$ cat src/hw/rtl/dcsm_pkg.sv
// Shared types, field layout and helper functions for the drive command safety mux.
// Used by every module under hw/rtl; depends on nothing.
package dcsm_pkg;

  localparam int AXIS_W     = 16;
  localparam int AGE_W      = 17;
  localparam int PERIOD_W   = 16;
  localparam int BYTE_W     = 8;
  localparam int CFG_ADDR_W = 1;
  localparam int S_TDATA_W  = 88;
  localparam int S_TUSER_W  = 2;
  localparam int M_TDATA_W  = 24;
  localparam int M_TUSER_W  = 2;

  localparam logic [PERIOD_W-1:0] STATUS_PERIOD_RST  = 16'd1000;
  localparam logic [PERIOD_W-1:0] COMMAND_PERIOD_RST = 16'd50;
  localparam logic [AGE_W-1:0]    AGE_MAX            = '1;
  localparam logic signed [AXIS_W-1:0] AUTO_STEER_RST = 16'sd22938;
  localparam logic signed [AXIS_W-1:0] AXIS_MIN       = 16'sh8000;
  localparam logic signed [AXIS_W-1:0] AXIS_MAX       = 16'sh7fff;

  // config register indexes
  localparam logic [CFG_ADDR_W-1:0] CFG_STATUS_PERIOD  = 1'b0;
  localparam logic [CFG_ADDR_W-1:0] CFG_COMMAND_PERIOD = 1'b1;

  // send-now flag bits
  localparam int FLAG_STATUS = 0;
  localparam int FLAG_JOY    = 1;
  localparam int FLAG_AUTO   = 2;
  localparam logic [2:0] FLAGS_RST = 3'b011;

  typedef enum logic [1:0] {
    REQ_JOY  = 2'd0,
    REQ_CTRL = 2'd1,
    REQ_TICK = 2'd2
  } req_t;

  typedef struct packed {
    logic [1:0]               req_type;
    logic                     btn_stop;
    logic                     btn_cancel;
    logic                     btn_safety;
    logic                     btn_manual;
    logic                     btn_auto;
    logic signed [AXIS_W-1:0] axis_lx;
    logic signed [AXIS_W-1:0] axis_ly;
    logic signed [AXIS_W-1:0] axis_rx;
    logic signed [AXIS_W-1:0] ctrl_steer;
    logic signed [AXIS_W-1:0] ctrl_speed;
  } item_t;

  typedef struct packed {
    logic                     status_valid;
    logic                     mode_out;
    logic                     emergency_out;
    logic                     command_valid;
    logic signed [BYTE_W-1:0] steer_cmd;
    logic signed [BYTE_W-1:0] speed_cmd;
  } result_t;

  // floor(q * 127 / 32768); q*127 built as (q << 7) - q
  function automatic logic signed [BYTE_W-1:0] to_byte(input logic signed [AXIS_W-1:0] q);
    logic signed [23:0] qx;
    logic signed [23:0] p;
    qx = {{8{q[AXIS_W-1]}}, q};
    p  = (qx <<< 7) - qx;
    return p[22:15];
  endfunction

  function automatic logic [AGE_W-1:0] age_inc(input logic [AGE_W-1:0] a);
    return (a == AGE_MAX) ? AGE_MAX : a + 1'b1;
  endfunction

endpackage

$ cat src/hw/rtl/dcsm_in_stage.sv
// Input register: takes one beat from the slave stream and unpacks its fields.
// Depends on dcsm_pkg.
module dcsm_in_stage (
  input  logic                               clk,
  input  logic                               rst,
  input  logic                               s_tvalid,
  output logic                               s_tready,
  input  logic [dcsm_pkg::S_TDATA_W-1:0]     s_tdata,
  input  logic [dcsm_pkg::S_TUSER_W-1:0]     s_tuser,
  input  logic                               advance,
  output logic                               item_valid,
  output dcsm_pkg::item_t                    item
);

  assign s_tready = !item_valid || advance;

  always_ff @(posedge clk) begin
    if (rst) begin
      item_valid <= 1'b0;
    end else if (s_tready) begin
      item_valid <= s_tvalid;
    end
  end

  always_ff @(posedge clk) begin
    if (s_tready && s_tvalid) begin
      item.req_type   <= s_tuser[1:0];
      item.btn_stop   <= s_tdata[0];
      item.btn_cancel <= s_tdata[1];
      item.btn_safety <= s_tdata[2];
      item.btn_manual <= s_tdata[3];
      item.btn_auto   <= s_tdata[4];
      item.axis_lx    <= s_tdata[20:5];
      item.axis_ly    <= s_tdata[36:21];
      item.axis_rx    <= s_tdata[52:37];
      item.ctrl_steer <= s_tdata[68:53];
      item.ctrl_speed <= s_tdata[84:69];
    end
  end

endmodule

$ cat src/hw/rtl/dcsm_core.sv
// Mode, emergency latch, stored commands, send-age timers and config registers.
// One item is processed per fire; depends on dcsm_pkg.
module dcsm_core (
  input  logic                                clk,
  input  logic                                rst,
  input  logic                                cfg_we,
  input  logic [dcsm_pkg::CFG_ADDR_W-1:0]     cfg_addr,
  input  logic [dcsm_pkg::PERIOD_W-1:0]       cfg_wdata,
  input  logic                                fire,
  input  dcsm_pkg::item_t                     item,
  output logic                                res_valid,
  output dcsm_pkg::result_t                   res
);

  logic [dcsm_pkg::PERIOD_W-1:0] status_period;
  logic [dcsm_pkg::PERIOD_W-1:0] command_period;

  logic                                 auto_mode, auto_mode_next;
  logic                                 emergency_latch, emergency_latch_next;
  logic signed [dcsm_pkg::AXIS_W-1:0]   joy_steer, joy_steer_next;
  logic signed [dcsm_pkg::AXIS_W-1:0]   joy_speed, joy_speed_next;
  logic signed [dcsm_pkg::AXIS_W-1:0]   auto_steer, auto_steer_next;
  logic signed [dcsm_pkg::AXIS_W-1:0]   auto_speed, auto_speed_next;
  logic [dcsm_pkg::AGE_W-1:0]           status_age, status_age_next;
  logic [dcsm_pkg::AGE_W-1:0]           joy_age, joy_age_next;
  logic [dcsm_pkg::AGE_W-1:0]           auto_age, auto_age_next;
  logic [2:0]                           flags, flags_next;

  always_ff @(posedge clk) begin
    if (rst) begin
      status_period  <= dcsm_pkg::STATUS_PERIOD_RST;
      command_period <= dcsm_pkg::COMMAND_PERIOD_RST;
    end else if (cfg_we) begin
      unique case (cfg_addr)
        dcsm_pkg::CFG_STATUS_PERIOD:  status_period  <= cfg_wdata;
        dcsm_pkg::CFG_COMMAND_PERIOD: command_period <= cfg_wdata;
        default: ;
      endcase
    end
  end

  always_comb begin
    auto_mode_next       = auto_mode;
    emergency_latch_next = emergency_latch;
    joy_steer_next       = joy_steer;
    joy_speed_next       = joy_speed;
    auto_steer_next      = auto_steer;
    auto_speed_next      = auto_speed;
    status_age_next      = status_age;
    joy_age_next         = joy_age;
    auto_age_next        = auto_age;
    flags_next           = flags;
    res_valid            = 1'b0;
    res                  = '0;

    unique case (item.req_type)
      dcsm_pkg::REQ_JOY: begin
        if (item.btn_stop) begin
          auto_mode_next       = 1'b0;
          emergency_latch_next = 1'b1;
          flags_next[dcsm_pkg::FLAG_STATUS] = 1'b1;
        end else if (item.btn_cancel && item.axis_lx == '0) begin
          emergency_latch_next = 1'b0;
        end
        // latch blocks mode requests; manual wins over auto
        if (!emergency_latch_next) begin
          if (item.btn_manual) begin
            auto_mode_next = 1'b0;
          end else if (item.btn_auto) begin
            auto_mode_next = 1'b1;
          end
        end
        if (!auto_mode_next && !emergency_latch_next) begin
          if (item.btn_safety) begin
            joy_steer_next = (item.axis_rx == dcsm_pkg::AXIS_MIN) ? dcsm_pkg::AXIS_MAX
                                                                  : -item.axis_rx;
            joy_speed_next = item.axis_ly;
            flags_next[dcsm_pkg::FLAG_JOY] = 1'b1;
          end else begin
            joy_steer_next = '0;
            joy_speed_next = '0;
          end
        end
      end
      dcsm_pkg::REQ_CTRL: begin
        auto_steer_next = item.ctrl_steer;
        auto_speed_next = item.ctrl_speed;
        flags_next[dcsm_pkg::FLAG_AUTO] = 1'b1;
      end
      dcsm_pkg::REQ_TICK: begin
        status_age_next = dcsm_pkg::age_inc(status_age);
        joy_age_next    = dcsm_pkg::age_inc(joy_age);
        auto_age_next   = dcsm_pkg::age_inc(auto_age);
        if (flags[dcsm_pkg::FLAG_STATUS] || status_age_next > {1'b0, status_period}) begin
          res.status_valid = 1'b1;
          status_age_next  = '0;
          flags_next[dcsm_pkg::FLAG_STATUS] = 1'b0;
          // in emergency the status beat carries a zero command
          if (emergency_latch) begin
            res.command_valid = 1'b1;
            joy_age_next      = '0;
            flags_next[dcsm_pkg::FLAG_JOY] = 1'b0;
          end
        end
        if (!emergency_latch) begin
          if (!auto_mode) begin
            if (flags[dcsm_pkg::FLAG_JOY] || joy_age_next > {1'b0, command_period}) begin
              res.command_valid = 1'b1;
              res.steer_cmd     = dcsm_pkg::to_byte(joy_steer);
              res.speed_cmd     = dcsm_pkg::to_byte(joy_speed);
              joy_age_next      = '0;
              flags_next[dcsm_pkg::FLAG_JOY] = 1'b0;
            end
          end else begin
            if (flags[dcsm_pkg::FLAG_AUTO] || auto_age_next > {1'b0, command_period}) begin
              res.command_valid = 1'b1;
              res.steer_cmd     = dcsm_pkg::to_byte(auto_steer);
              res.speed_cmd     = dcsm_pkg::to_byte(auto_speed);
              auto_age_next     = '0;
              flags_next[dcsm_pkg::FLAG_AUTO] = 1'b0;
            end
          end
        end
        res.mode_out      = auto_mode;
        res.emergency_out = emergency_latch;
        res_valid         = res.status_valid || res.command_valid;
      end
      default: ;
    endcase
  end

  always_ff @(posedge clk) begin
    if (rst) begin
      auto_mode       <= 1'b0;
      emergency_latch <= 1'b0;
      joy_steer       <= '0;
      joy_speed       <= '0;
      auto_steer      <= dcsm_pkg::AUTO_STEER_RST;
      auto_speed      <= '0;
      status_age      <= '0;
      joy_age         <= '0;
      auto_age        <= '0;
      flags           <= dcsm_pkg::FLAGS_RST;
    end else if (fire) begin
      auto_mode       <= auto_mode_next;
      emergency_latch <= emergency_latch_next;
      joy_steer       <= joy_steer_next;
      joy_speed       <= joy_speed_next;
      auto_steer      <= auto_steer_next;
      auto_speed      <= auto_speed_next;
      status_age      <= status_age_next;
      joy_age         <= joy_age_next;
      auto_age        <= auto_age_next;
      flags           <= flags_next;
    end
  end

endmodule

$ cat src/hw/rtl/dcsm_out_stage.sv
// Result register: holds one result beat for the master stream until it is taken.
// Depends on dcsm_pkg.
module dcsm_out_stage (
  input  logic                               clk,
  input  logic                               rst,
  input  logic                               load,
  input  dcsm_pkg::result_t                  res,
  output logic                               out_free,
  output logic                               m_tvalid,
  input  logic                               m_tready,
  output logic [dcsm_pkg::M_TDATA_W-1:0]     m_tdata,
  output logic [dcsm_pkg::M_TUSER_W-1:0]     m_tuser
);

  dcsm_pkg::result_t res_q;

  assign out_free = !m_tvalid || m_tready;

  always_ff @(posedge clk) begin
    if (rst) begin
      m_tvalid <= 1'b0;
    end else if (load) begin
      m_tvalid <= 1'b1;
    end else if (m_tready) begin
      m_tvalid <= 1'b0;
    end
  end

  always_ff @(posedge clk) begin
    if (load) begin
      res_q <= res;
    end
  end

  assign m_tdata = {6'd0, res_q.speed_cmd, res_q.steer_cmd, res_q.emergency_out, res_q.mode_out};
  assign m_tuser = {res_q.command_valid, res_q.status_valid};

endmodule

$ cat src/hw/rtl/drive_command_safety_mux.sv
// Drive command safety mux top level: input register, state core, result register.
// Depends on dcsm_pkg, dcsm_in_stage, dcsm_core, dcsm_out_stage.
//
// Takes one beat per clock: joystick events, controller events and 1 ms ticks, with
// s_tuser selecting the kind. An accepted beat is held in the input register and is
// processed once the result register is free; its result, if any, is loaded into the
// result register by the same fire that processes it. Only ticks produce result beats. The sustained
// rate is one beat per cycle; s_tready drops only while the result register holds a beat
// that the master side has not taken, and that stall also holds the input register.
// Configuration writes (cfg_we) land at once and belong in idle time.
module drive_command_safety_mux (
  input  logic                               clk,
  input  logic                               rst,
  input  logic                               cfg_we,
  input  logic [dcsm_pkg::CFG_ADDR_W-1:0]    cfg_addr,
  input  logic [dcsm_pkg::PERIOD_W-1:0]      cfg_wdata,
  input  logic                               s_tvalid,
  output logic                               s_tready,
  // btn_stop, btn_cancel, btn_safety, btn_manual, btn_auto, axis_lx, axis_ly,
  // axis_rx, ctrl_steer, ctrl_speed, zero pad
  input  logic [dcsm_pkg::S_TDATA_W-1:0]     s_tdata,
  // req_type
  input  logic [dcsm_pkg::S_TUSER_W-1:0]     s_tuser,
  output logic                               m_tvalid,
  input  logic                               m_tready,
  // mode_out, emergency_out, steer_cmd, speed_cmd, zero pad
  output logic [dcsm_pkg::M_TDATA_W-1:0]     m_tdata,
  // status_valid, command_valid
  output logic [dcsm_pkg::M_TUSER_W-1:0]     m_tuser
);

  logic              item_valid;
  dcsm_pkg::item_t   item;
  logic              out_free;
  logic              fire;
  logic              res_valid;
  dcsm_pkg::result_t res;

  assign fire = item_valid && out_free;

  dcsm_in_stage u_in (
    .clk        (clk),
    .rst        (rst),
    .s_tvalid   (s_tvalid),
    .s_tready   (s_tready),
    .s_tdata    (s_tdata),
    .s_tuser    (s_tuser),
    .advance    (out_free),
    .item_valid (item_valid),
    .item       (item)
  );

  dcsm_core u_core (
    .clk       (clk),
    .rst       (rst),
    .cfg_we    (cfg_we),
    .cfg_addr  (cfg_addr),
    .cfg_wdata (cfg_wdata),
    .fire      (fire),
    .item      (item),
    .res_valid (res_valid),
    .res       (res)
  );

  dcsm_out_stage u_out (
    .clk      (clk),
    .rst      (rst),
    .load     (fire && res_valid),
    .res      (res),
    .out_free (out_free),
    .m_tvalid (m_tvalid),
    .m_tready (m_tready),
    .m_tdata  (m_tdata),
    .m_tuser  (m_tuser)
  );

endmodule

$ cat config.mk
export PLATFORM = sky130hd
export DESIGN_NAME = drive_command_safety_mux
export DESIGN_NICKNAME = d
export VERILOG_FILES = /design/src/hw/rtl/dcsm_pkg.sv /design/src/hw/rtl/dcsm_in_stage.sv /design/src/hw/rtl/dcsm_core.sv /design/src/hw/rtl/dcsm_out_stage.sv /design/src/hw/rtl/drive_command_safety_mux.sv
export SDC_FILE = /design/constraint.sdc
export NUM_CORES = 1
export LEC_CHECK = 0
export ABC_CLOCK_PERIOD_IN_PS = 7600
export BUFFER_PORTS_ARGS = -buffer_cell sky130_fd_sc_hd__buf_4
export CORE_ASPECT_RATIO = 0.9
export CORE_MARGIN = 10
export CORE_UTILIZATION = 35
export CTS_BUF_LIST = sky130_fd_sc_hd__clkbuf_4
export DETAILED_ROUTE_END_ITERATION = 12
export MAX_ROUTING_LAYER = met4
export PLACE_DENSITY = 0.54
export SLEW_MARGIN = 5
export SYNTH_ARGS = -nofsm -noshare
export SYNTH_HDL_FRONTEND = slang
export SYNTH_SLANG_ARGS = --single-unit
$ cat constraint.sdc
create_clock -name clk -period 7.6 [get_ports clk]
set_input_delay 0.38 -clock clk [delete_from_list [all_inputs] [get_ports clk]]
set_output_delay 0.38 -clock clk [all_outputs]
set_load 0.005 [all_outputs]
After elaboration in Yosys (flattened, before gate mapping)
Index checks and enable logic that the tools add are counted.
- magnitude comparators: 3
- eq/ne operators: 13
- muxes and demuxes: 48
- divide/modulo/power cells: 0
- multipliers: 0
- add/subtract/negate cells: 8
- bitwise logic cells: 1
- reduce and logical (&&, ||, !) cells: 29
- shift-type cells: 0
- operators with widths (kind ; number):
    $mux 17 ; 18
    $sub 23x16->23 ; 4
    $add 17x1->17 const B ; 3
    $eq 17x17->1 const B ; 3
    $gt 17x16->1 ; 3
    $mux 16 ; 3
    $mux 1 ; 23
    $eq 16x16->1 const B ; 1
    $logic_not 16->1 ; 1
    $neg 16->16 ; 1
    $reduce_and 2->1 ; 5
    $ne 2x1->1 const B ; 4
    $reduce_and 4->1 ; 2
    $logic_or 1x1->1 ; 6
    $ne 2x2->1 const B ; 3
    $reduce_bool 2->1 ; 3
    $logic_and 1x1->1 ; 5
    $reduce_and 5->1 ; 1
    $logic_not 1->1 ; 4
    $mux 2 ; 2
    $pmux 2 s2 ; 1
    $reduce_and 3->1 ; 1
    $eq 2x1->1 const B ; 1
    $eq 2x2->1 const B ; 1
    other kinds (3) ; 3
- bits in read-only memories: 0
- flip-flop bits (word level): 261
- memory bits (writable): 0
- bits in latches: 0
- bits of input ports: 112
- memories kept: 0

Longest topological paths before layout
- depth in word-level cells: 16
- depth in mapped cells: 24
- depth with buffers taken out: 21

Hierarchy
From an unflattened synthesis, not the netlist that was laid out.
- cell total of the unflattened synthesis: 1476
- area total of the unflattened synthesis: 13608.1 um2
- modules (own cells, without submodules) (module ; cells an instance ; times used ; area each (um2)):
    dcsm_core ; 1351 ; 1 ; 10232.3
    dcsm_in_stage ; 92 ; 1 ; 2667.6
    dcsm_out_stage ; 31 ; 1 ; 695.7
    drive_command_safety_mux ; 2 ; 1 ; 12.5

Worst setup path before layout
OpenSTA, ideal clock, no wires.
- path type: flip-flop to flip-flop
- start point: reg u_core.status_age[3] (netlist name)
- end point: reg u_out.res_q (netlist bit u_out.m_tdata[0]), enable pin
- slack: 1.947 ns
- period minus slack after synthesis: 5.653 ns
- cell stages (with the launch flop): 24
- library setup time: 0.404 ns
- arrival time: 5.249 ns
- cell sequence: dfxtp_1 > clkbuf_1 > nand4_1 > nor2_1 > nand4_1 > clkbuf_1 > o21ai_0 > ha_1 > a21o_1 > a21o_1 > a211o_1 > a22oi_1 > a211oi_2 > buf_2 > buf_4 > a21oi_1 > ha_1 > o21a_1 > o21ai_0 > a221o_1 > o22ai_1 > o21bai_1 > nand2_1 > a21oi_1
- cells in the longest elaborated chain, start to end: 15
- elaborated cells between the ends (all ways): 20
- RTL lines (item ; RTL line ; text):
    start: declaration ; dcsm_core.sv:24 ; logic [dcsm_pkg::AGE_W-1:0] status_age, status_age_next;
    start signal: assignment ; dcsm_core.sv:151 ; status_age <= status_age_next;
    $add 17x1->17 or $eq 17x17->1 (tied branches) ; dcsm_pkg.sv:71 ; return (a == AGE_MAX) ? AGE_MAX : a + 1'b1;
    $mux 17 * ; dcsm_pkg.sv:71 ;
    $gt 17x16->1 * ; dcsm_core.sv:94 ; if (flags[dcsm_pkg::FLAG_STATUS] || status_age_next > {1'b0, status_period}) begin
    $logic_or 1x1->1 * ; dcsm_core.sv:94 ;
    $mux 17 ; dcsm_core.sv:94 ;
    $mux 17 ; dcsm_core.sv:56 ; unique case (item.req_type)
    $gt 17x16->1 ; dcsm_core.sv:107 ; if (flags[dcsm_pkg::FLAG_JOY] || joy_age_next > {1'b0, command_period}) begin
    $logic_or 1x1->1 ; dcsm_core.sv:107 ;
    $mux 17 ; dcsm_core.sv:107 ;
    $mux 17 ; dcsm_core.sv:106 ; if (!auto_mode) begin
    $mux 17 ; dcsm_core.sv:105 ; if (!emergency_latch) begin
    $mux 17 ; dcsm_core.sv:56 ;
    $logic_or 1x1->1 * ; dcsm_core.sv:126 ; res_valid = res.status_valid || res.command_valid;
    $mux 1 * ; dcsm_core.sv:56 ;
    $logic_and 1x1->1 * ; drive_command_safety_mux.sv:68 ; .load (fire && res_valid),
    via u_out.load ; dcsm_out_stage.sv:6 ; input logic load,
    end signal: assignment ; dcsm_out_stage.sv:31 ; res_q <= res;
    end: declaration ; dcsm_out_stage.sv:15 ; dcsm_pkg::result_t res_q;
Mark *: on every way through the listed nets, which the timed path passes. The rest lies on a longest branch. The select of a mux whose other input is x is not followed.
A chain may end at the register's enable or synchronous reset.

Worst setup path in the final report
- start point: reg u_core.status_age[7] (netlist name)
- end point: reg u_out.res_q (netlist bit u_out.m_tdata[13]), enable pin
Same word-level chain as after synthesis.

==> flow_summary.ini <==
[power_and_ir_drop]
p_sw_mw = 0.798
pwr-share-clk_pct = 42.5
p_per_area_nw_per_um2 = 186
sequentialPowerShare_pct = 48.1
leakage_nw = 6.88
ir_drop_mv = 0.125
p_int_mw = 2.38
comb_power_share_pct = 9.4
sw_frac_of_total_pct = 25.1

[worst_setup_path]
required_ns = 7.94
worstReg2RegEnd = u_out.m_tdata[13]$_SDFFCE_PP0P_
startpoint_type = flip-flop
regToRegSetupSlack_ns = 1.54
critPathKind = reg2reg
end_kind = flip-flop
cp_max_fo = 34
slowest_delay_ns = 0.92
r2r-start = u_core.status_age[7]$_SDFFE_PP0P_
rr_worst_depth = 21
crit_arrival_ns = 6.40
crit_chain = and4_1 -> and2_1 -> nand4_1 -> buf_4 -> o21ai_0 -> ha_1 -> a21o_1 -> a21o_1 -> a211o_1 -> a22oi_1 -> a211oi_4 -> buf_4 -> a21oi_1 -> ha_1 -> nand4_1 -> nor2_1 -> a221o_1 -> o22ai_1 -> o21bai_1 -> nand2_1 -> a21oi_2
slowest_stage = a21oi_2

[clock_network]
cts_tree = yes
clkLatencyLatePin_ns = 0.75
cts_sinks = 261
numCtsBuffers = 73
post-cts-setup-buffers = 0
htree_levels = 3
cts_root_buf = clkbuf_4
clk_path_buf_depth = 3
path_clk_slew_ns = 0.07
cts_resized = 0

[worst_hold_path]
min_path_cells = 2
min_to = u_core.joy_age[10]$_SDFFE_PP0P_
hold_start = rst
min_path_type = in2reg

[yosys]
synth_xor_area_share_pct = 3.99
yosysSeqAreaShare_pct = 46.3
yosys-top-cells-area = edfxtp_1, dfxtp_1, ha_1
synth_top_cell_by_area = edfxtp_1
postSynthCellCount = 1462
synthesis.area_um2 = 13600
synth.avg_cell_area_um2 = 9.30
synth_fa_ha_area_share_pct = 10.3
synth_top_area_share_pct = 23.6
synthMuxAreaShare_pct = 0.0736
yosys.area_share.simple_pct = 17.2
async_flop_share_pct = 0
ys_seq_elements = 261
synth_most_common_cell = nand2_1
synth-compound-area-share_pct = 17.3
synth_edf_count = 107
synth_top_family_by_area = compound AO/OA/AOI/OAI gates
netlist_top_cells_count = nand2_1, a21oi_1, dfxtp_1, ha_1, edfxtp_1
synth_cell_types = 69
yosysWarnings = 0
synth-main-ff-cell = dfxtp_1

[floorplan]
io_pins = 140
core_area_um2 = 38400
die_area_um2 = 47200
num_rows = 68
die_y_um = 207
chipWidth_um = 228
start_util_pct = 35.5

[finish]
fin_util_pct = 44.5
nets = 1940
syn2layout_area_growth_pct = 25.4
drive_gt1_share_pct = 15.6
fin_area_um2 = 17100

[global_routing]
grt_max_degree = 94
grt_pass1_vias = 11700
antenna_found_initial = 1
track_usage_pct = 15.9
gr-total-overflow = 0
grt_pass1_wl_um = 59900

[sta]
tns_ns = 0
setup_viol = 0
skew_ns = 0.0459
tightest_slew_ns = 1.23
max_freq_mhz = 165
rsz0062_at_grt = false
hold_slack_ns = 0.133
setup_ws_ns = 1.54
slew_headroom_pct = 18.2
period_share_pct = 79.7
slew_viol_final = 0
min_period_ns = 6.06
hold_violations = 0

[drt]
drt_iter0_markers = 661
wirelength_um = 37100
post_drt_wl_per_cell_um = 16.2
dr.pass1.iters = 5
antenna_left = 0
drc = 0
num_vias = 11600
vias_per_cell = 5.04

[run_status]
outcome = complete, no violations

[placement]
place.port_buffers = 130
post-place-ws_ns = 1.66
hpwl_um = 26200
dpl_cell_area_um2 = 15000
gp_congestion = 0.827

[job]
cap_viol_max_count = 0
==> layout by cell type, fill, tap and decap left out, drive strengths merged, types with 15 or more instances in the layout <==
master and instances:
xnor2 22, o21ai 46, xor2 40, nor3 21, nor2 67, dfxtp 154, a21oi 165, a22o 17
nand2 239, clkbuf 111, nand3 63, a211o 33, clkinv 15, o211ai 16, edfxtp 107, ha 112
inv 91, buf 141, dlygate4sd3 105, nand4 19
==> layout make-up <==
type | instances | area [µm²]
Antenna cell | 1 | 2.50
Clock buffer | 111 | 833
Clock inverter | 18 | 136
Fill cell | 3707 | 21300
Inverter | 90 | 338
Multi-Input combinational cell | 1044 | 6690
Sequential cell | 261 | 6300
Tap cell | 525 | 657
Timing Repair Buffer | 246 | 2110
==> what timing repair did <==
item / CTS / global route
hold buffers: 105 / 0
endpoints found under the hold margin: 121 / 0
setup endpoints to repair: 0 / 0
==> metal layers <==
metal	global-route usage, %	part of all wire [%]	vias up
met4	5.23	2.0	0
met2	25.2	47	247
met5	-	0	-
li1	-	-	5818
met3	3.48	4.6	55
met1	19.8	47	5449
==> through the flow <==
stage	std cells	total power, mW
6_report	2296	3.18
5_1_grt	2296	3.34
4_1_cts	2295	3.24
3_5_place_dp	2061	1.82
3_3_place_gp	2061	1.81
2_1_floorplan	1467	1.71
==> registers in the layout, summed over array words and instances, names as in the netlist, 2 cells and up <==
| name | count |
|---|---|
| u_in.item | 87 |
| u_out.m_tdata | 18 |
| u_core.auto_age | 17 |
| u_core.joy_age | 17 |
| u_core.status_age | 17 |
| u_core.auto_speed | 16 |
| u_core.auto_steer | 16 |
| u_core.command_period | 16 |
| u_core.joy_speed | 16 |
| u_core.joy_steer | 16 |
| u_core.status_period | 16 |
| u_core.flags | 3 |
| u_out.m_tuser | 2 |
==> how the worst max path moves through the flow <==
stage                                            startpoint                               to  cells after the start
final                     u_core.status_age[7]$_SDFFE_PP0P_  u_out.m_tdata[13]$_SDFFCE_PP0P_                     21
after CTS                 u_core.status_age[7]$_SDFFE_PP0P_   u_out.m_tuser[0]$_SDFFCE_PN0P_                     21
after detailed placement  u_core.status_age[0]$_SDFFE_PP0P_   u_out.m_tdata[5]$_SDFFCE_PP0P_                     23
after global placement    u_core.status_age[0]$_SDFFE_PP0P_   u_out.m_tdata[7]$_SDFFCE_PP0P_                     23
after global routing      u_core.status_age[7]$_SDFFE_PP0P_  u_out.m_tdata[13]$_SDFFCE_PP0P_                     21
after floorplan           u_core.status_age[3]$_SDFFE_PP0P_   u_out.m_tdata[0]$_SDFFCE_PN0P_                     23
==> logic make-up after synthesis <==
family | count (synthesis)
and+or+nand+nor | 499
AOI/OAI and AO/OA | 364
DFF | 261
buffers and inverters | 162
adders and majority gates | 112
xor gates and xnor gates | 62
other | 1
muxes | 1
==> worst max-delay path: cells and delay by family (launching register included) <==
family,cells,cell delay (ns)
fa+ha+maj,2,0.58
simple gates,6,1.10
buf+inv,2,0.53
flops,1,0.44
compound gates,11,2.96
==> power by group through the flow <==
stage	clock network (mW)	registers [mW]	logic, mW
after floorplan	0	1.55	0.162
after global placement	0	1.56	0.251
after detailed placement	0	1.56	0.257
after CTS	1.41	1.53	0.302
after global routing	1.47	1.54	0.332
final	1.35	1.53	0.299
No activity file was read; power rests on OpenSTA's default activity.
